[config.mk]
export PLATFORM = sky130hd
export DESIGN_NAME = stwt_regs
export DESIGN_NICKNAME = d
export VERILOG_FILES = /design/src/rtl/core/stwt_pkg.sv /design/src/rtl/core/stwt_regs.sv
export SDC_FILE = /design/constraint.sdc
export NUM_CORES = 1
export LEC_CHECK = 0
export BUFFER_PORTS_ARGS = -buffer_cell sky130_fd_sc_hd__buf_2
export CORE_MARGIN = 2
export CORE_UTILIZATION = 56
export CTS_BUF_LIST = sky130_fd_sc_hd__clkbuf_4 sky130_fd_sc_hd__clkbuf_8
export CTS_CLUSTER_DIAMETER = 120
export DETAILED_ROUTE_END_ITERATION = 8
export PLACE_DENSITY = 0.93
export SYNTH_ARGS = -nofsm -noshare
export SYNTH_HDL_FRONTEND = slang
export SYNTH_SLANG_ARGS = --single-unit
export TNS_END_PERCENT = 5
[constraint.sdc]
create_clock -name i_clk -period 2.59 [get_ports i_clk]
set_input_delay 0.1295 -clock i_clk [delete_from_list [all_inputs] [get_ports i_clk]]
set_output_delay 0.1295 -clock i_clk [all_outputs]
set_load 0.01 [all_outputs]
[src/rtl/core/stwt_pkg.sv]
`timescale 1ns / 1ps
// Shared widths, constants, register map and types for the time-window taper.
// No dependencies; every other file in rtl/core imports this package.

package stwt_pkg;

    localparam int DATA_W     = 32;
    localparam int IDX_W      = 16;
    localparam int LEN_W      = 32;
    localparam int RATE_W     = 24;
    localparam int MODE_W     = 2;
    localparam int TIME_W     = IDX_W + LEN_W;
    localparam int TAPER_W    = 17;
    localparam int FRAC_BITS  = 20;
    localparam int EXC_W      = 40;
    localparam int HALF_W     = EXC_W / 2;
    localparam int PROD_W     = RATE_W + HALF_W;
    localparam int SUM_W      = RATE_W + EXC_W;
    localparam int X_W        = SUM_W - FRAC_BITS;
    localparam int R_W        = 25;
    localparam int E_W        = 24;

    // taper: products, exponent, one stage per exponent bit, rounding
    localparam int TAPER_LAT  = FRAC_BITS + 3;
    // input stage, two excess stages, taper, three combine stages
    localparam int PIPE_DEPTH = TAPER_LAT + 6;
    localparam int SIDE_DEPTH = TAPER_LAT + 2;

    localparam int MAX_SAMPLES = 65536;
    localparam int IDX_CMP_W   = ($clog2(MAX_SAMPLES + 1) > IDX_W) ?
                                 $clog2(MAX_SAMPLES + 1) : IDX_W + 1;

    localparam int APB_DATA_W = 32;
    localparam int APB_ADDR_W = 5;

    localparam logic [MODE_W-1:0] MODE_FIXED = 2'd0;
    localparam logic [MODE_W-1:0] MODE_TRACE = 2'd1;
    localparam logic [MODE_W-1:0] MODE_DUAL  = 2'd2;

    localparam logic [LEN_W-1:0]  RST_PERIOD = 32'd1049;
    localparam logic [RATE_W-1:0] RST_RATE   = 24'd65536;

    typedef enum logic [2:0] {
        REG_MODE   = 3'd0,
        REG_PERIOD = 3'd1,
        REG_RATE   = 3'd2,
        REG_AFTER  = 3'd3,
        REG_BEFORE = 3'd4
    } t_reg_idx;

    // exp(-2^(k-16)) in Q0.24, one entry per exponent bit
    localparam logic [E_W-1:0] EXP_BIT_TABLE [FRAC_BITS] = '{
        24'd16776960, 24'd16776704, 24'd16776192, 24'd16775168, 24'd16773120,
        24'd16769026, 24'd16760840, 24'd16744480, 24'd16711808, 24'd16646655,
        24'd16517109, 24'd16261035, 24'd15760736, 24'd14805841, 24'd13066109,
        24'd10175896, 24'd6171993,  24'd2270549,  24'd307285,   24'd5628
    };

    typedef struct packed {
        logic [MODE_W-1:0] mode;
        logic [LEN_W-1:0]  period;
        logic [RATE_W-1:0] rate;
        logic [LEN_W-1:0]  fix_after;
        logic [LEN_W-1:0]  fix_before;
    } t_cfg;

    // lead is the window length ahead of the pick
    typedef struct packed {
        logic [LEN_W-1:0] pick;
        logic [LEN_W-1:0] after;
        logic [LEN_W-1:0] lead;
    } t_win;

    typedef struct packed {
        logic signed [DATA_W-1:0] value;
        logic                     pass;
        logic                     dual;
    } t_side;

endpackage

[src/rtl/core/stwt_regs.sv]
`timescale 1ns / 1ps
// APB configuration registers of the time-window taper.
// Depends on stwt_pkg.

module stwt_regs (
    input  logic                              i_clk,
    input  logic                              i_rst_n,
    input  logic                              psel,
    input  logic                              penable,
    input  logic                              pwrite,
    input  logic [stwt_pkg::APB_ADDR_W-1:0]   paddr,
    input  logic [stwt_pkg::APB_DATA_W-1:0]   pwdata,
    output logic [stwt_pkg::APB_DATA_W-1:0]   prdata,
    output logic                              pready,
    output stwt_pkg::t_cfg                    o_cfg
);
    import stwt_pkg::*;

    t_cfg     r_cfg;
    t_reg_idx w_idx;
    logic     w_wr;

    assign w_idx  = t_reg_idx'(paddr[APB_ADDR_W-1:2]);
    assign w_wr   = psel && penable && pwrite;
    assign pready = 1'b1;
    assign o_cfg  = r_cfg;

    always_ff @(posedge i_clk) begin
        if (!i_rst_n) begin
            r_cfg.mode       <= MODE_FIXED;
            r_cfg.period     <= RST_PERIOD;
            r_cfg.rate       <= RST_RATE;
            r_cfg.fix_after  <= '0;
            r_cfg.fix_before <= '0;
        end else if (w_wr) begin
            unique case (w_idx)
                REG_MODE:   r_cfg.mode       <= pwdata[MODE_W-1:0];
                REG_PERIOD: r_cfg.period     <= pwdata[LEN_W-1:0];
                REG_RATE:   r_cfg.rate       <= pwdata[RATE_W-1:0];
                REG_AFTER:  r_cfg.fix_after  <= pwdata[LEN_W-1:0];
                REG_BEFORE: r_cfg.fix_before <= pwdata[LEN_W-1:0];
                default: ;
            endcase
        end
    end

    always_comb begin
        unique case (w_idx)
            REG_MODE:   prdata = APB_DATA_W'(r_cfg.mode);
            REG_PERIOD: prdata = APB_DATA_W'(r_cfg.period);
            REG_RATE:   prdata = APB_DATA_W'(r_cfg.rate);
            REG_AFTER:  prdata = APB_DATA_W'(r_cfg.fix_after);
            REG_BEFORE: prdata = APB_DATA_W'(r_cfg.fix_before);
            default:    prdata = '0;
        endcase
    end

endmodule

# --- Word-level counts from Yosys, hierarchy flattened ---
# Index checks and enable logic that the tools add are counted.
totals:
  register_bits: 122
  input_bits: 42
  out_inout_bits: 155
  word_cells: 18
op_classes:
  eq_ne: 4
  mux: 1
  reduce_logical: 8
op_table:
  columns: ["cell", "count"]
  rows:
  - ["$pmux 32 s5", 1]
  - ["$reduce_and 2->1", 5]
  - ["$eq 3x2->1 const B", 2]
  - ["$eq 3x1->1 const B", 1]
  - ["$eq 3x3->1 const B", 1]
  - ["$logic_not 3->1", 1]
  - ["$logic_and 1x1->1", 2]

# --- Logic depth before layout (Yosys ltp) ---
logic_depth:
  ltp_word: 3
  depth_mapped: 6
  mapped_depth_nobuf: 3

# --- Worst setup path before layout ---
# OpenSTA, ideal clock, no wires.
synth_timing:
  kind: "input -> output"
  from: "in paddr[3] (netlist name)"
  to: "out prdata[10] (netlist name)"
  arrival_ns: 1.049
  required_ns: 2.461
  slack_ns: 1.412
  stages: 5
  path_buffers: 2
  cell_sequence: "buf_2 > buf_2 > mux2_1 > a22oi_1 > o21ai_1"
synth_via:
  elab_chain_cells: 2
  word_cells_on_any_way: 6
  cone_classes: "4 x eq/ne; 1 x mux; 1 x reduce/logical"
synth_rtl:
  columns: ["element", "line", "text"]
  rows:
  - ["from (decl)", "stwt_regs.sv:11", "input logic [stwt_pkg::APB_ADDR_W-1:0] paddr,"]
  - ["$eq 3x3->1 (tied with other cells)", "stwt_regs.sv:48", "unique case (w_idx)"]
  - ["$pmux 32 s5 (*)", "stwt_regs.sv:48", null]
  - ["to (decl)", "stwt_regs.sv:13", "output logic [stwt_pkg::APB_DATA_W-1:0] prdata,"]
# Mark *: on every way between the ends. The rest lies on a longest branch, timed or not.

# --- Worst setup path after layout ---
layout_timing:
  from: "in paddr[3] (netlist name)"
  to: "out prdata[22] (netlist name)"
# The elaborated chain is that of the path after synthesis.

==> results by group <==
CTS
  • Clock tree buffer depth: 2
  • Reg clk slew, reported paths: approximately 0.070 ns
  • Cts repair resizes: 0
  • CTS tree: built
  • Root buf cell: clkbuf_8
  • CTS H-tree depth: 4
  • Clk sinks: roughly 120
  • Worst skew pair latency: approximately 0.40 ns
  • Num CTS Buffers: 17

GRT
  • Largest net degree at the start of global routing: 159
  • Initial antenna violation count: 0
  • Total track usage: 0.2911
  • First-pass GRT wire length: 23870 um
  • Vias in the first global route: 4761
  • Grt ovf: 0

Critical path
  • CP max FO: 26
  • CP endpoint kind: primary output
  • Worst endpoint required time: around 2.5 ns
  • Crit path DAT: approximately 1.9 ns
  • CP Launch Type: input port
  • Critical path type: in -> out

Place
  • Dpl ws: approximately 0.63 ns
  • Routability cong.: 0.8226
  • Post-DP HPWL: 10370 um
  • # port buffers: 193

Synth
  • Yosys reg bits: 122
  • Sequential-to-total area share from yosys stat: 0.4423
  • Mapped Cells: 586
  • Syn_nets: 628
  • Syn Area/Cell: around 9.4 um^2
  • Total of warnings raised by yosys: 0
  • Netlist Area Pre-Place: 5522 um^2
  • Post-synth cell types: 27

Die
  • Num rows: 36
  • CORE AREA: 9684 um^2
  • Starting Density: 0.5702
  • I/O pin count: 197
  • DIE AREA: 10670 um^2
  • Chip Height: 103.3 um
  • Die width: ~100 um

Timing
  • Max Clk Rate: 502.7 MHz
  • Final setup fails: 0
  • Period minus WS final: 1.989 ns
  • Final Hold Fails: 0
  • Slack of the critical path: around 0.60 ns
  • Clock skew: 0 ns
  • Final Max Tran Viols: 0
  • Max_slew headroom: 0.5684
  • WHS: 0.02795 ns
  • Slew of the pin with the lowest slew margin: 0.6473 ns
  • Setup TNS: 0 ns
  • Final period utilization: 0.7680
  • RSZ-0062 raised after global routing: no

Route
  • Vias per std cell: about 5.4
  • Total number of vias: 4946
  • Routed wire per std cell: between 15 and 20 um
  • First drt pass iteration count: 5
  • Antenna viol nets, final: 0
  • Detailed-route DRC error count: 0
  • DRT iter0 DRCs: ~180
  • Aggregate routed wire length: between 15000 and 20000 um

Finish
  • Share of layout cells above drive strength 1: 0.3107
  • Nets: 811
  • Post-Route Utilization: 0.7307
  • Largest register FFs: between 100 and 150
  • Area Growth Syn to Fin: 28.17%
  • N_diodes: 0

Pwr
  • Max IR drop VDD: 0.3991 mV
  • Pwr Density: 588.3 nW/um^2
  • Leak: 3.083 nW

Job
  • Max-cap violation count: 0

Hold path
  • HP Class: in -> reg

Outcome
  • Status: finished, final reports clean
-- Yosys cell counts --
library cell,instances,area [um^2]
nand4b_4,1,23.77
mux2i_1,133,1331
buf_4,8,60.06
o21a_1,2,15.01
nor3b_1,1,7.510
o311ai_1,1,8.760
or3_1,1,6.260
nand2b_1,2,12.51
nand2_1,179,671.9
buf_1,1,3.750
nor3b_2,1,12.51
buf_6,7,78.83
buf_2,9,45.04
o21ai_1,32,160.2
nand4_2,1,12.51
conb_1,1,3.750
nor3_4,1,16.27
o21ai_0,3,15.01
mux2_1,22,247.7
dfxtp_1,122,2442
clkbuf_1,22,82.58
a22oi_1,22,165.2
nor2_4,2,22.52
inv_1,1,3.750
nand3b_1,2,15.01
and2b_1,1,7.510
nor2b_1,8,50.05
-- worst max-delay path: stages --
cell	delay, ns
buf_2	0.40
buf_4	0.51
mux2_1	0.38
a22oi_1	0.19
o21ai_1	0.08
buf_2	0.15
-- routing by layer --
| metal | GRT usage | wire [um] |
|---|---|---|
| met4 | 0.1022 | 170 |
| met3 | 0.07056 | 1021 |
| met5 | 0 | 0 |
| met2 | 0.5260 | 7907 |
| met1 | 0.3357 | 6472 |
-- power breakdown --
group / internal (mW) / switching [mW] / leakage, nW
Clock: 1.21 / 0.783 / 0.237
Sequential: 1.89 / 0.0115 / 0.984
Combinational: 0.0972 / 0.173 / 1.86
-- path summary, 6_finish.rpt --
| kind | start | to | slack (ns) | cells past startpoint |
|---|---|---|---|---|
| hold / removal | pwdata[31] | o_cfg[63] | 0.03 | 3 |
| setup reg to reg | o_cfg[31] | o_cfg[31] | 1.88 | 2 |
| setup / recovery | paddr[3] | prdata[22] | 0.60 | 6 |
| hold reg to reg | o_cfg[112] | o_cfg[112] | 0.47 | 2 |
-- placed cells by master (no fill, tap or decap), types with 2 or more instances in the layout --
master / n
a22oi_1: 22
buf_12: 4
buf_2: 192
buf_4: 8
bufinv_16: 5
clkbuf_8: 19
clkinv_4: 4
dfxtp_1: 122
dlygate4sd3_1: 7
inv_6: 2
mux2_1: 22
mux2i_1: 133
nand2_1: 179
nand2b_1: 2
nand3b_1: 2
nor2_4: 2
nor2b_1: 8
o21a_1: 2
o21ai_0: 3
o21ai_1: 32
-- timing repair --
action / in CTS / in global routing
endpoints found under the setup margin: 0 / 0
hold buffers: 7 / 0
hold endpoints to repair: 8 / 0
buffers inserted: 0 / 0
-- final cells by class --
cell class | count | area [um^2]
Multi-Input combinational cell | 416 | 2816
Fill cell | 686 | 2608
Sequential cell | 122 | 2442
Timing Repair Buffer | 211 | 1171
Clock buffer | 19 | 261.5
Clock inverter | 13 | 215.2
Tap cell | 133 | 166.4
Inverter | 1 | 3.754
-- kinds of logic (layout without fill, tap and decap cells) --
logic type / Yosys count / count (layout) / synth area share
buffers and inverters: 48 / 244 / 0.04963
AO/OA/AOI/OAI: 60 / 60 / 0.06594
other: 1 / 1 / 0.0006792
AND/OR/NAND/NOR: 200 / 200 / 0.1554
flip-flops: 122 / 122 / 0.4423
multiplexers: 155 / 155 / 0.2860
-- through the flow --
stage / cell area [um^2] / std cells / power [mW]
floorplan: 5522 / 586 / 2.104
detailed placement: 6530 / 876 / 2.203
global route: 7077 / 915 / 4.288
global placement: 6530 / 876 / 2.191
CTS: 7077 / 915 / 4.176
finish: 7077 / 915 / 4.163
No activity file was read; power rests on OpenSTA's default activity.
