`src/rtl/core/stwt_pkg.sv`:
```
`timescale 1ns / 1ps
// Shared widths, constants, register map and types for the time-window taper.
// No dependencies; every other file in rtl/core imports this package.

package stwt_pkg;

    localparam int DATA_W     = 32;
    localparam int IDX_W      = 16;
    localparam int LEN_W      = 32;
    localparam int RATE_W     = 24;
    localparam int MODE_W     = 2;
    localparam int TIME_W     = IDX_W + LEN_W;
    localparam int TAPER_W    = 17;
    localparam int FRAC_BITS  = 20;
    localparam int EXC_W      = 40;
    localparam int HALF_W     = EXC_W / 2;
    localparam int PROD_W     = RATE_W + HALF_W;
    localparam int SUM_W      = RATE_W + EXC_W;
    localparam int X_W        = SUM_W - FRAC_BITS;
    localparam int R_W        = 25;
    localparam int E_W        = 24;

    // taper: products, exponent, one stage per exponent bit, rounding
    localparam int TAPER_LAT  = FRAC_BITS + 3;
    // input stage, two excess stages, taper, three combine stages
    localparam int PIPE_DEPTH = TAPER_LAT + 6;
    localparam int SIDE_DEPTH = TAPER_LAT + 2;

    localparam int MAX_SAMPLES = 65536;
    localparam int IDX_CMP_W   = ($clog2(MAX_SAMPLES + 1) > IDX_W) ?
                                 $clog2(MAX_SAMPLES + 1) : IDX_W + 1;

    localparam int APB_DATA_W = 32;
    localparam int APB_ADDR_W = 5;

    localparam logic [MODE_W-1:0] MODE_FIXED = 2'd0;
    localparam logic [MODE_W-1:0] MODE_TRACE = 2'd1;
    localparam logic [MODE_W-1:0] MODE_DUAL  = 2'd2;

    localparam logic [LEN_W-1:0]  RST_PERIOD = 32'd1049;
    localparam logic [RATE_W-1:0] RST_RATE   = 24'd65536;

    typedef enum logic [2:0] {
        REG_MODE   = 3'd0,
        REG_PERIOD = 3'd1,
        REG_RATE   = 3'd2,
        REG_AFTER  = 3'd3,
        REG_BEFORE = 3'd4
    } t_reg_idx;

    // exp(-2^(k-16)) in Q0.24, one entry per exponent bit
    localparam logic [E_W-1:0] EXP_BIT_TABLE [FRAC_BITS] = '{
        24'd16776960, 24'd16776704, 24'd16776192, 24'd16775168, 24'd16773120,
        24'd16769026, 24'd16760840, 24'd16744480, 24'd16711808, 24'd16646655,
        24'd16517109, 24'd16261035, 24'd15760736, 24'd14805841, 24'd13066109,
        24'd10175896, 24'd6171993,  24'd2270549,  24'd307285,   24'd5628
    };

    typedef struct packed {
        logic [MODE_W-1:0] mode;
        logic [LEN_W-1:0]  period;
        logic [RATE_W-1:0] rate;
        logic [LEN_W-1:0]  fix_after;
        logic [LEN_W-1:0]  fix_before;
    } t_cfg;

    // lead is the window length ahead of the pick
    typedef struct packed {
        logic [LEN_W-1:0] pick;
        logic [LEN_W-1:0] after;
        logic [LEN_W-1:0] lead;
    } t_win;

    typedef struct packed {
        logic signed [DATA_W-1:0] value;
        logic                     pass;
        logic                     dual;
    } t_side;

endpackage

```
`src/rtl/core/stwt_combine.sv`:
```
`timescale 1ns / 1ps
// Applies the two tapers to the sample and rounds; in dual mode sums and saturates,
// otherwise gives the first result; pass samples go out untouched. Depends on stwt_pkg.

module stwt_combine (
    input  logic                          i_clk,
    input  logic                          i_en,
    input  stwt_pkg::t_side               i_side,
    input  logic [stwt_pkg::TAPER_W-1:0]  i_taper1,
    input  logic [stwt_pkg::TAPER_W-1:0]  i_taper2,
    output logic signed [stwt_pkg::DATA_W-1:0] o_value
);
    import stwt_pkg::*;

    localparam int P_W   = DATA_W + TAPER_W;
    localparam int Q_W   = DATA_W + 1;
    localparam int W_W   = DATA_W + 2;
    localparam int S_W   = DATA_W + 3;
    localparam int SH    = TAPER_W - 1;

    logic [DATA_W-1:0]        w_mag;
    logic [P_W-1:0]           r_p1;
    logic [P_W-1:0]           r_p2;
    logic                     r_neg;
    t_side                    r_side_d;
    t_side                    r_side_e;
    logic [Q_W-1:0]           w_q1;
    logic [Q_W-1:0]           w_q2;
    logic signed [W_W-1:0]    r_w1;
    logic signed [W_W-1:0]    r_w2;
    logic signed [S_W-1:0]    w_sum;
    logic signed [DATA_W-1:0] w_sat;
    logic signed [DATA_W-1:0] r_out;

    assign w_mag = i_side.value[DATA_W-1] ? $unsigned(-i_side.value)
                                          : $unsigned(i_side.value);
    assign w_q1  = Q_W'((r_p1 + (P_W'(1) << (SH - 1))) >> SH);
    assign w_q2  = Q_W'((r_p2 + (P_W'(1) << (SH - 1))) >> SH);
    assign w_sum = S_W'(r_w1) + S_W'(r_w2);

    always_comb begin
        if (w_sum[S_W-1:DATA_W-1] == '0 || w_sum[S_W-1:DATA_W-1] == '1) begin
            w_sat = w_sum[DATA_W-1:0];
        end else if (w_sum[S_W-1]) begin
            w_sat = {1'b1, {(DATA_W-1){1'b0}}};
        end else begin
            w_sat = {1'b0, {(DATA_W-1){1'b1}}};
        end
    end

    always_ff @(posedge i_clk) begin
        if (i_en) begin
            r_p1     <= P_W'(w_mag) * P_W'(i_taper1);
            r_p2     <= P_W'(w_mag) * P_W'(i_taper2);
            r_neg    <= i_side.value[DATA_W-1];
            r_side_d <= i_side;

            r_w1     <= r_neg ? -$signed({1'b0, w_q1}) : $signed({1'b0, w_q1});
            r_w2     <= r_neg ? -$signed({1'b0, w_q2}) : $signed({1'b0, w_q2});
            r_side_e <= r_side_d;

            if (r_side_e.pass) begin
                r_out <= r_side_e.value;
            end else if (r_side_e.dual) begin
                r_out <= w_sat;
            end else begin
                r_out <= r_w1[DATA_W-1:0];
            end
        end
    end

    assign o_value = r_out;

endmodule

```
`config.mk`:
```
export PLATFORM = sky130hd
export DESIGN_NAME = stwt_combine
export DESIGN_NICKNAME = d
export VERILOG_FILES = /design/src/rtl/core/stwt_pkg.sv /design/src/rtl/core/stwt_combine.sv
export SDC_FILE = /design/constraint.sdc
export NUM_CORES = 2
export LEC_CHECK = 0
export CAP_MARGIN = 20
export CORE_MARGIN = 10
export CORE_UTILIZATION = 67
export CTS_CLUSTER_DIAMETER = 80
export DETAILED_ROUTE_END_ITERATION = 16
export DONT_BUFFER_PORTS = 1
export PLACE_DENSITY = 0.8
export SLEW_MARGIN = 20
export SYNTH_ARGS = -nofsm -noshare
export SYNTH_HDL_FRONTEND = slang
export SYNTH_SLANG_ARGS = --single-unit
```
`constraint.sdc`:
```
create_clock -name i_clk -period 12.64 [get_ports i_clk]
set_clock_uncertainty 0.1 [all_clocks]
set_input_delay 2.528 -clock i_clk [delete_from_list [all_inputs] [get_ports i_clk]]
set_output_delay 2.528 -clock i_clk [all_outputs]
set_load 0.01 [all_outputs]
```
* Word level (Yosys, flattened, before mapping)
Index checks and enable logic that the tools add are counted.
Word-level totals: output and inout port bits 32, register bits after elaboration 267, bits of input ports 70, logic and storage cells 32
Operators by class: add/subtract/negate cells 6, reduce and logical (&&, ||, !) cells 2, muxes and demuxes 7, equality and inequality tests 1, multiply operators 2
Operators with widths (count):
- $mux W32 | 5
- $add A49 B16 Y49 const B | 2
- $mul A32 B17 Y49 | 2
- $neg A33 Y34 | 2
- $mux W33 | 2
- $add A34 B34 Y35 | 1
- $neg A32 Y32 | 1
- $eq A4 B4 Y1 const B | 1
- $logic_not A4 Y1 | 1
- $logic_or A1 B1 Y1 | 1

* Longest topological paths before layout
depth after elaboration 6, mapped depth 35, gate-level depth less buffers 34

* Least setup slack after synthesis
OpenSTA, ideal clock, no wires.
kind input port to flip-flop, start point in i_side[4] (netlist bit), end point reg r_p1[47], data pin, data required time 12278 ps, library setup time 262 ps, setup slack 1876 ps, stages 30, data arrival time 10402 ps, buffers on the path 1, cell sequence nor4_2 nand2_1 or4_1 or3_1 or3_1 or3_4 o31ai_2 xnor2_1 clkbuf_1 nand2_1 fa_1 fa_1 fa_1 inv_1 fa_1 fa_1 inv_1 fa_1 inv_1 ha_1 a21o_1 a21o_1 a21o_1 a21oi_1 o211ai_1 a21oi_1 o31ai_1 a31oi_1 o21bai_1 xor2_1
Between the ends: word-level cells in the longest chain between the ends 3
Ends and longest elaborated chain:
- from (decl) | RTL line stwt_combine.sv:8 | input stwt_pkg::t_side i_side,
- $neg A32 Y32 | RTL line stwt_combine.sv:35 | assign w_mag = i_side.value[DATA_W-1] ? $unsigned(-i_side.value)
- $mux W32 * | RTL line stwt_combine.sv:35
- $mul A32 B17 Y49 * | RTL line stwt_combine.sv:53 | r_p1 <= P_W'(w_mag) * P_W'(i_taper1);
- to (signal assigned) | RTL line stwt_combine.sv:53
- to (decl) | RTL line stwt_combine.sv:22 | logic [P_W-1:0] r_p1;
Every way passes the cells marked *; elsewhere a longest branch is shown, timed or not. A chain may end at the register's enable or synchronous reset.

* Worst setup path in the final report
Same ends and word-level chain as after synthesis.

==> run metrics <==
outcome completed; CTS max path bufs 3; DRC 0; Synth Flop Type edfxtp_1; CTS-repair resized insts 0; TNS Setup 0 ps; WS Path Type in2reg; Routed WL 124800 um; initial antenna violation count 8; Die Width 283.4 um; CP max FO 21; async set-or-reset flop fraction in the synthesized netlist 0; Hold Crit Class reg2reg; Ys Warns 0; DR vias/cell 5.969; RSZ-0062 raised after global routing false; DIE HEIGHT 283.4 um; clock period minus worst slack 11450 ps; gr ovfl total 0; Final #Nets 6113; Mapped Area 0.04647 sq mm; period utilisation layout 0.9056; Final HPWL DP 97550 um; Avg Inst Size Synth 9.206 sq um; I/O pins 102; CTS tree built; FMAX 0.08736 GHz; Detail Route Antenna Nets 0; Root Buffer clkbuf_16; flops & latches, synth 236; Slowest-stage cell, CP fa_1; Max-Cap Viols 0; initial core utilization 0.6764; Syn Inst Count 5048; full die area 0.08030 sq mm; Worst setup EP type register; drt wl/cell 21.45 um; Post-CTS Setup Bufs 0; num rows 96; GRT Resource Usage Total 0.3175; H-tree depth 1; Detailed Routing Iterations Pass 1 6; Core Box Area 0.06871 sq mm; I/O Buffers 0; Pins Over Slew Limit 0; gpl congestion 0.9607; Seq/Total Area, Yosys 0.1525; # hold bufs at CTS 0; syn nets 6294; R2R Setup Slk 7850 ps; largest net degree at the start of global routing 237; Inserted Clock Buffers 26; clock sinks 236; most used cell, CP fa_1; Synth cell types 72; max_slew headroom 0.2502; Reg clk slew, reported paths 60 ps; Final Hold Slack 318.9 ps; vias in the first global route 36960; DR iter-0 viols 3196; final setup violating endpoints 0; layout cells sized above 1 0.03008; global-route wire length before repair 202500 um; Slowest Stage Delay on Critical Path 540 ps; Fin. Hold Viols 0; via count 34740; CP startpoint kind primary input; WP data arrival 11640 ps; Slew @ Worst Pin 1119 ps; clk_lat worst skew 550 ps; worst endpoint required time 12830 ps; number of flops mapped to enable cells by yosys 236; Area Overhead vs Synth 3.419%
routing by layer:
layer,global-route usage,vias up,share of wire
li1,-,15140,-
met1,0.4186,17420,0.39
met2,0.5072,1861,0.46
met3,0.07492,309,0.11
met4,0.1205,8,0.042
met5,0,-,0.00043
worst paths after layout:
check	from	to	depth (start not counted)
min reg2reg	r_side_d[28]	r_side_e[28]	0
max reg2reg	r_w1[0]	o_value[8]	13
max	i_side[4]	r_p1[47]	31
min	r_side_d[28]	r_side_e[28]	0
kinds of logic (layout without fill, tap and decap cells):
group | Yosys count | after routing | synth area share
muxes | 7 | 7 | 0.001535
other | 0 | 1 | 0
buffers and inverters | 1268 | 1107 | 0.1028
and+or+nand+nor | 1607 | 1607 | 0.1657
adders and majority gates | 1176 | 1176 | 0.4612
AOI/OAI and AO/OA | 500 | 500 | 0.06847
DFF | 236 | 236 | 0.1525
xor gates and xnor gates | 254 | 254 | 0.04787
registers in the layout, indices dropped and copies added (netlist names):
signal,flops
o_value,32
r_w2,34
r_side_e,34
r_side_d,33
r_p2,34
r_w1,34
r_p1,34
r_neg,1
layout by cell type (no fill, tap or decap), types with 13 or more instances in the layout:
cell type,n
a22oi_1,13
nand2b_1,16
a211oi_1,15
o31ai_1,20
a21oi_1,149
o21a_1,16
a21o_1,58
ha_1,281
o22ai_1,27
edfxtp_1,236
nand4_1,34
nand3_1,62
clkbuf_16,27
nand2_1,832
nor2b_1,32
or3_1,16
nor3_1,36
and2_1,392
and3_1,34
nor2_1,104
buf_4,46
fa_1,895
xnor2_2,25
inv_1,1011
a31oi_1,28
o211ai_1,13
xor2_1,81
o21ai_0,93
xnor2_1,144
stage by stage:
stage | setup slack [ps] | cells | utilization | cell area (sq um)
2_1_floorplan | 1876 | 5048 | - | 46470
3_3_place_gp | 989.6 | 5770 | 0.6876 | 47240
3_5_place_dp | 814.9 | 5770 | 0.6879 | 47260
4_1_cts | 1252 | 5818 | 0.6993 | 48050
5_1_grt | 716.4 | 5819 | 0.6995 | 48060
6_report | 1193 | 5819 | 0.6995 | 48060
synthesized netlist by cell type (4+ instances only):
| cell type | instances | share of area |
|---|---|---|
| nor3_1 | 36 | 0.0039 |
| a21o_1 | 58 | 0.0094 |
| o22ai_1 | 27 | 0.0036 |
| a31o_2 | 4 | 0.00075 |
| o211ai_1 | 13 | 0.0021 |
| or2_2 | 8 | 0.0011 |
| a31oi_1 | 28 | 0.0038 |
| inv_1 | 1011 | 0.082 |
| o31ai_1 | 20 | 0.0032 |
| buf_2 | 13 | 0.0014 |
| nor2_1 | 104 | 0.0084 |
| and4_1 | 8 | 0.0015 |
| o21a_1 | 16 | 0.0026 |
| nor2b_1 | 32 | 0.0043 |
| and3_1 | 34 | 0.0046 |
| xor2_1 | 82 | 0.015 |
| and2_1 | 392 | 0.053 |
| nand2b_1 | 16 | 0.0022 |
| nand4_1 | 34 | 0.0046 |
| edfxtp_1 | 236 | 0.15 |
| ha_1 | 281 | 0.076 |
| a22oi_1 | 13 | 0.0021 |
| fa_1 | 895 | 0.39 |
| a21oi_1 | 149 | 0.016 |
| a21boi_0 | 5 | 0.00081 |
| mux2i_1 | 6 | 0.0013 |
| o31a_1 | 5 | 0.00094 |
| nand3_1 | 62 | 0.0067 |
| a211oi_1 | 15 | 0.0024 |
| o21bai_1 | 9 | 0.0015 |
| nor3b_1 | 4 | 0.00065 |
| nand2_1 | 832 | 0.067 |
| nor4_1 | 7 | 0.00094 |
| or3_1 | 16 | 0.0022 |
| o21ai_0 | 94 | 0.010 |
| or4_1 | 9 | 0.0015 |
| clkbuf_1 | 240 | 0.019 |
| xnor2_1 | 172 | 0.032 |
area by class of cell:
cell class | instances | area, sq um
flip-flops and latches | 236 | 7087
clock buffers | 33 | 698.2
inverters | 1013 | 3802
diodes | 1 | 2.502
repair buffers | 46 | 345.3
fillers | 5262 | 20640
multi-input cells | 3544 | 34870
clock inverters | 15 | 87.58
well taps | 931 | 1165
worst max-delay path: cells and delay by family:
kind | cells | cell delay [ps]
AND/OR/NAND/NOR | 10 | 2870
XOR/XNOR | 2 | 410
AO/OA/AOI/OAI | 8 | 1840
buffers and inverters | 4 | 590
adder cells (fa/ha/maj) | 7 | 3370
Power is not shown: default switching activity piles up to over one toggle a cycle in this logic, so the estimate is an artifact.
