<file path="config.mk">
export PLATFORM = sky130hd
export DESIGN_NAME = stwt_excess
export DESIGN_NICKNAME = d
export VERILOG_FILES = /design/src/rtl/core/stwt_pkg.sv /design/src/rtl/core/stwt_excess.sv
export SDC_FILE = /design/constraint.sdc
export NUM_CORES = 1
export LEC_CHECK = 0
export ABC_AREA = 1
export BUFFER_PORTS_ARGS = -buffer_cell sky130_fd_sc_hd__buf_2
export CORE_ASPECT_RATIO = 0.8
export CORE_UTILIZATION = 55
export DETAILED_ROUTE_END_ITERATION = 10
export PLACE_DENSITY = 0.75
export SYNTH_ARGS = -nofsm -noshare
export SYNTH_HDL_FRONTEND = slang
export SYNTH_SLANG_ARGS = --single-unit
</file>
<file path="constraint.sdc">
create_clock -name i_clk -period 3.4 [get_ports i_clk]
set_clock_uncertainty 0.2 [all_clocks]
set_input_delay 1.02 -clock i_clk [delete_from_list [all_inputs] [get_ports i_clk]]
set_output_delay 1.02 -clock i_clk [all_outputs]
set_load 0.01 [all_outputs]
</file>
<file path="src/rtl/core/stwt_pkg.sv">
`timescale 1ns / 1ps
// Shared widths, constants, register map and types for the time-window taper.
// No dependencies; every other file in rtl/core imports this package.

package stwt_pkg;

    localparam int DATA_W     = 32;
    localparam int IDX_W      = 16;
    localparam int LEN_W      = 32;
    localparam int RATE_W     = 24;
    localparam int MODE_W     = 2;
    localparam int TIME_W     = IDX_W + LEN_W;
    localparam int TAPER_W    = 17;
    localparam int FRAC_BITS  = 20;
    localparam int EXC_W      = 40;
    localparam int HALF_W     = EXC_W / 2;
    localparam int PROD_W     = RATE_W + HALF_W;
    localparam int SUM_W      = RATE_W + EXC_W;
    localparam int X_W        = SUM_W - FRAC_BITS;
    localparam int R_W        = 25;
    localparam int E_W        = 24;

    // taper: products, exponent, one stage per exponent bit, rounding
    localparam int TAPER_LAT  = FRAC_BITS + 3;
    // input stage, two excess stages, taper, three combine stages
    localparam int PIPE_DEPTH = TAPER_LAT + 6;
    localparam int SIDE_DEPTH = TAPER_LAT + 2;

    localparam int MAX_SAMPLES = 65536;
    localparam int IDX_CMP_W   = ($clog2(MAX_SAMPLES + 1) > IDX_W) ?
                                 $clog2(MAX_SAMPLES + 1) : IDX_W + 1;

    localparam int APB_DATA_W = 32;
    localparam int APB_ADDR_W = 5;

    localparam logic [MODE_W-1:0] MODE_FIXED = 2'd0;
    localparam logic [MODE_W-1:0] MODE_TRACE = 2'd1;
    localparam logic [MODE_W-1:0] MODE_DUAL  = 2'd2;

    localparam logic [LEN_W-1:0]  RST_PERIOD = 32'd1049;
    localparam logic [RATE_W-1:0] RST_RATE   = 24'd65536;

    typedef enum logic [2:0] {
        REG_MODE   = 3'd0,
        REG_PERIOD = 3'd1,
        REG_RATE   = 3'd2,
        REG_AFTER  = 3'd3,
        REG_BEFORE = 3'd4
    } t_reg_idx;

    // exp(-2^(k-16)) in Q0.24, one entry per exponent bit
    localparam logic [E_W-1:0] EXP_BIT_TABLE [FRAC_BITS] = '{
        24'd16776960, 24'd16776704, 24'd16776192, 24'd16775168, 24'd16773120,
        24'd16769026, 24'd16760840, 24'd16744480, 24'd16711808, 24'd16646655,
        24'd16517109, 24'd16261035, 24'd15760736, 24'd14805841, 24'd13066109,
        24'd10175896, 24'd6171993,  24'd2270549,  24'd307285,   24'd5628
    };

    typedef struct packed {
        logic [MODE_W-1:0] mode;
        logic [LEN_W-1:0]  period;
        logic [RATE_W-1:0] rate;
        logic [LEN_W-1:0]  fix_after;
        logic [LEN_W-1:0]  fix_before;
    } t_cfg;

    // lead is the window length ahead of the pick
    typedef struct packed {
        logic [LEN_W-1:0] pick;
        logic [LEN_W-1:0] after;
        logic [LEN_W-1:0] lead;
    } t_win;

    typedef struct packed {
        logic signed [DATA_W-1:0] value;
        logic                     pass;
        logic                     dual;
    } t_side;

endpackage

</file>
<file path="src/rtl/core/stwt_excess.sv">
`timescale 1ns / 1ps
// Two-stage window test for one pick: gives the time beyond the window edge.
// Depends on stwt_pkg.

module stwt_excess (
    input  logic                         i_clk,
    input  logic                         i_en,
    input  logic [stwt_pkg::TIME_W-1:0]  i_time,
    input  stwt_pkg::t_win               i_win,
    output logic [stwt_pkg::TIME_W-1:0]  o_excess
);
    import stwt_pkg::*;

    logic [TIME_W-1:0] r_t;
    logic [LEN_W:0]    r_late;
    logic [LEN_W-1:0]  r_lo;
    logic              r_lo_ok;
    logic [TIME_W-1:0] r_excess;
    logic [TIME_W:0]   w_da;
    logic [TIME_W:0]   w_db;

    // borrow out of each subtract says which side of the edge we are on
    assign w_da = {1'b0, r_t} - (TIME_W + 1)'(r_late);
    assign w_db = (TIME_W + 1)'(r_lo) - {1'b0, r_t};

    always_ff @(posedge i_clk) begin
        if (i_en) begin
            r_t     <= i_time;
            r_late  <= {1'b0, i_win.pick} + {1'b0, i_win.after};
            r_lo    <= i_win.pick - i_win.lead;
            r_lo_ok <= i_win.pick >= i_win.lead;
            // after edge wins; when both hold the excess is zero anyway
            if (!w_da[TIME_W]) begin
                r_excess <= w_da[TIME_W-1:0];
            end else if (r_lo_ok && !w_db[TIME_W]) begin
                r_excess <= w_db[TIME_W-1:0];
            end else begin
                r_excess <= '0;
            end
        end
    end

    assign o_excess = r_excess;

endmodule

</file>
* Word level (Yosys, flattened, before mapping)
Index checks and enable logic that the tools add are counted.
Storage, ports and cells: register bits after elaboration 162, output and inout bits 48
Operators by class: add/subtract/negate cells 4, magnitude comparators 1, multiplexer cells 2, reduce and logical (&&, ||, !) cells 2
Operator list (count):
- $mux W48 | 2
- $sub A32 B48 Y49 | 1
- $sub A48 B33 Y49 | 1
- $add A32 B32 Y33 | 1
- $ge A32 B32 Y1 | 1
- $sub A32 B32 Y32 | 1
- $logic_and A1 B1 Y1 | 1
- $logic_not A1 Y1 | 1

* Logic depth before layout (Yosys ltp)
depth in word-level cells 5, mapped depth 17

* Worst setup path before layout
Ideal clock, no wire load.
path type in2reg, start point in i_win[64] (netlist name), end point reg r_lo[30] (data pin), library setup time 0.252 ns, arrival time 2.552 ns, required time 2.948 ns, path slack 0.396 ns, stages 9, cell sequence inv_1 ha_1 fa_1 nor3_1 nor2_1 o21ai_0 nand4_1 nand3_1 nand2_1
On the way: longest elaborated chain between the ends 1
Ends and longest elaborated chain:
- start, declared | line stwt_excess.sv:9 | input stwt_pkg::t_win i_win,
- $sub A32 B32 Y32 | line stwt_excess.sv:30 | r_lo <= i_win.pick - i_win.lead;
- end signal, assigned | line stwt_excess.sv:30
- end, declared | line stwt_excess.sv:16 | logic [LEN_W-1:0] r_lo;
Every way passes these cells. A chain may end at the register's enable or synchronous reset.

* Worst setup path in the final report
start point reg r_late[29], end point reg r_excess[5] (netlist: o_excess[5]) (data pin)
On the way: longest elaborated chain between the ends 2
Ends and longest elaborated chain:
- start, declared | line stwt_excess.sv:15 | logic [LEN_W:0] r_late;
- start signal, assigned | line stwt_excess.sv:29 | r_late <= {1'b0, i_win.pick} + {1'b0, i_win.after};
- $sub A48 B33 Y49 | line stwt_excess.sv:23 | assign w_da = {1'b0, r_t} - (TIME_W + 1)'(r_late);
- $mux W48 | line stwt_excess.sv:33 | if (!w_da[TIME_W]) begin
- end signal, assigned | line stwt_excess.sv:34 | r_excess <= w_da[TIME_W-1:0];
- end signal, assigned | line stwt_excess.sv:36 | r_excess <= w_db[TIME_W-1:0];
- end, declared | line stwt_excess.sv:18 | logic [TIME_W-1:0] r_excess;
Every way passes these cells.

==> reports/metrics.cfg <==
[outcome]
outcome=finished, final reports clean

[sta]
post-route-worst-setup-slack_ns=0.0468
rsz0062_at_grt=no
fin_crit_ns=3.35
finalSetupViolations=0
timing.slew.headroom_pct=58.8
tightestPinTransition_ns=0.611
fin_hold_ws_ns=0.520
timing.final.hold_violations=0
fmax_mhz=298
min_period_over_period_pct=98.6
report.final.slew_viol_count=0
final.setup.tns_ns=0

[yosys]
post_synth_main_area_contributors=sky130_fd_sc_hd__edfxtp_1 31%, sky130_fd_sc_hd__nand2_1 19%, sky130_fd_sc_hd__inv_1 11%
unique_cell_type_count_in_the_yosys_netlist=37
synth_top_cell_by_area=sky130_fd_sc_hd__edfxtp_1
number_of_enable_type_register_cells_in_the_synthesized_netlist=162
async_flop_share_pct=0
share_of_the_synthesized_area_in_compound_gates_ao_oa_aoi_oai_pct=8.22
synth_common_cells=810 x sky130_fd_sc_hd__nand2_1, 467 x sky130_fd_sc_hd__inv_1, 245 x sky130_fd_sc_hd__nor2_1, 162 x sky130_fd_sc_hd__edfxtp_1, 145 x sky130_fd_sc_hd__nand3_1
yosys.area_share.adder_pct=10.7
area_share_of_the_leading_cell_type_in_the_synthesized_netlist_pct=30.7
syn-cell-area_um2=15900
synth_area_in_simple_gates_pct=33.9
dominant_cell_by_count_in_the_synthesized_netlist=sky130_fd_sc_hd__nand2_1
synthFlopType=sky130_fd_sc_hd__edfxtp_1
largest_family_of_logic_cells_by_synthesized_area=simple AND/OR/NAND/NOR gates
synth-seq-cells=162
muxShareOfSynthArea_pct=0
yosys_warnings=0
syn_area_per_cell_um2=6.61
synth_fp_nets=2681
number_of_instances_in_the_synthesized_netlist=2402
synth_xor_xnor_area_share_pct=4.86
synth_seq_area_share_pct=30.7

[floorplan]
design.die.area_um2=29500
die_x_um=192
num_io_pins=194
floorplan.initialDensity_pct=56.0
core-area_um2=28400
fp-row-count=55
die_y_um=154

[power_and_ir_drop]
power_density_nw_per_um2=483
power.ir.vdd_worst_mv=0.620
static-leakage-power_nw=9.63

[finish]
n_antenna_cell=0
drive_gt1_share_pct=12.1
fillCellCount=2589
finalNetCount=2938
area_delta_synth_final_pct=15.1
multi_input_comb_area_um2=9150
sequential_cell_area_um2=4860

[critical_path]
cpLargestDelayFamily=simple AND/OR/NAND/NOR gates
worstPathArrival_ns=3.43
critical_path_buf_inv_count=2
timing.critical_path.cells=inv_1, ha_1, nand2_1, nand2_1, nand2_1, nand2_1, a21oi_1, nand2_1, nand2_1, nand3_4, nor2_4, buf_4, nand2_1, o21ai_1
timing_worst_setup_path_type=register to register
worstSetupStartpointType=register
worst_path_largest_cell_delay_ns=0.46
timing.critical_path.fanout_max=22
r2r.worst_path.cells=14
crit_top_cell=sky130_fd_sc_hd__nand2_1
slowest_stage=sky130_fd_sc_hd__edfxtp_1
crit_end_category=register
critPathRequiredTime_ns=3.48
cp_num_cells=14

[clocking]
clk_path_buf_depth=2
cts_htree_levels=4
numClockSinks=162
clock-root-buffer=sky130_fd_sc_hd__clkbuf_16
clock_buffer_count_from_cts=17
worstSkewPairLatency_ns=0.47
tritoncts_clock_tree=built
clock_slew_seen_by_the_registers_of_the_worst_setup_and_hold_paths_ns=0.09

[route]
routed-via-count=17100
post-route-drc-count=0
drt_pre_antenna_iters=7
drt-wirelength-per-cell_um=19.4
via_to_cell_ratio=5.63
ant_nets=0
route.final.wire_length_mm=58.9
drt_first_iter_violations=1931

[run]
max-cap-violations=0

[placed_design]
placement_stage_worst_setup_slack_ns=-0.00823
last_weighted_congestion_value_of_the_routability_driven_placer=1.09
place.port_buffers=193
post-dp-hpwl_mm=50.2

[grt]
grt_antenna_before_repair=0
first_global_vias=15800
grt_usage_pct=40.5
total_congestion_overflow_after_global_routing=0
grt_pass1_wl_mm=89.3
grt_max_degree=61

[hold_path]
timing.hold.worst_path_depth=1
timing.hold.worst.class=primary input to register

## worst paths after layout
kind | slack, ns | from | to
setup / recovery | 0.05 | r_late[29]$_DFFE_PP_ | o_excess[5]$_DFFE_PP_
hold / removal | 0.52 | i_time[35] | r_t[35]$_DFFE_PP_
setup reg to reg | 0.05 | r_late[29]$_DFFE_PP_ | o_excess[5]$_DFFE_PP_
hold reg to reg | 0.53 | r_late[0]$_DFFE_PP_ | o_excess[0]$_DFFE_PP_
## final cells by class
class	count	share of cell area [%]
clock buffer	17	2.33
multi-input combinational	1760	50.1
sequential	162	26.6
clock inverter	15	0.905
inverter	472	9.72
timing repair buffer	246	7.78
tap	370	2.54
## metrics by stage
| step | cells | cell area, µm² | util [%] | power [mW] |
|---|---|---|---|---|
| CTS | 3041 | 18300 | 64.4 | 8.64 |
| finish | 3042 | 18300 | 64.4 | 8.82 |
| detailed placement | 3009 | 17700 | 62.3 | 6.66 |
| floorplan | 2402 | 15900 | - | 5.19 |
| global placement | 3009 | 17700 | 62.3 | 6.59 |
| global route | 3042 | 18300 | 64.4 | 9.23 |
## worst reg2reg max path, stage by stage, from the launching register on
cell and delay (ns):
sky130_fd_sc_hd__edfxtp_1 0.46, sky130_fd_sc_hd__inv_1 0.07, sky130_fd_sc_hd__ha_1 0.45, sky130_fd_sc_hd__nand2_1 0.13, sky130_fd_sc_hd__nand2_1 0.21, sky130_fd_sc_hd__nand2_1 0.12
sky130_fd_sc_hd__nand2_1 0.07, sky130_fd_sc_hd__a21oi_1 0.20, sky130_fd_sc_hd__nand2_1 0.11, sky130_fd_sc_hd__nand2_1 0.11, sky130_fd_sc_hd__nand3_4 0.22, sky130_fd_sc_hd__nor2_4 0.20
sky130_fd_sc_hd__buf_4 0.30, sky130_fd_sc_hd__nand2_1 0.15, sky130_fd_sc_hd__o21ai_1 0.16
## sequential cells by signal (all words and copies together), names as in the netlist
| name | count |
|---|---|
| o_excess | 48 |
| r_lo | 32 |
| r_late | 33 |
| r_lo_ok | 1 |
| r_t | 48 |
## cells in the final DEF (no fill, tap or decap), types with 8 or more instances in the layout
master                      count
sky130_fd_sc_hd__nand2_2        8
sky130_fd_sc_hd__buf_2        192
sky130_fd_sc_hd__nor3_1        31
sky130_fd_sc_hd__nor2_1       245
sky130_fd_sc_hd__nand4_1       34
sky130_fd_sc_hd__xor2_1        60
sky130_fd_sc_hd__a21oi_1      119
sky130_fd_sc_hd__buf_4         49
sky130_fd_sc_hd__clkbuf_16     17
sky130_fd_sc_hd__ha_1         129
sky130_fd_sc_hd__inv_1        467
sky130_fd_sc_hd__o21bai_1      16
sky130_fd_sc_hd__xnor2_1       28
sky130_fd_sc_hd__nand3b_1      10
sky130_fd_sc_hd__nand2_1      810
sky130_fd_sc_hd__nand3_1      145
sky130_fd_sc_hd__o21ai_2       16
sky130_fd_sc_hd__o21ai_0       55
sky130_fd_sc_hd__edfxtp_1     162
## power by group
group | total [mW] | leakage, nW | switching (mW) | internal [mW]
sequential | 2.78 | 1.58 | 0.164 | 2.62
clock | 2.01 | 0.287 | 1.02 | 0.990
combinational | 4.04 | 7.76 | 2.73 | 1.31
## routing by layer
| layer | share of wire (%) | vias up | GRT usage (%) |
|---|---|---|---|
| met5 | 0 | - | 0 |
| met4 | 3.0 | 0 | 12.2 |
| met3 | 15 | 124 | 12.8 |
| met2 | 39 | 1089 | 56.6 |
| met1 | 43 | 7787 | 58.9 |
| li1 | - | 8128 | - |
## what timing repair did
action | in CTS | in global routing
gates resized for setup | 0 | 0
hold buffers | 0 | 0
endpoints found under the setup margin | 0 | 1
setup buffers | 0 | 1
## cell families (layout without fill, tap and decap cells)
group / Yosys count / after routing
fa+ha+maj: 133 / 133
xor+xnor: 88 / 88
buf+inv: 480 / 750
simple gates: 1308 / 1308
flops: 162 / 162
compound gates: 231 / 231
(Power assumes the default switching activity.)
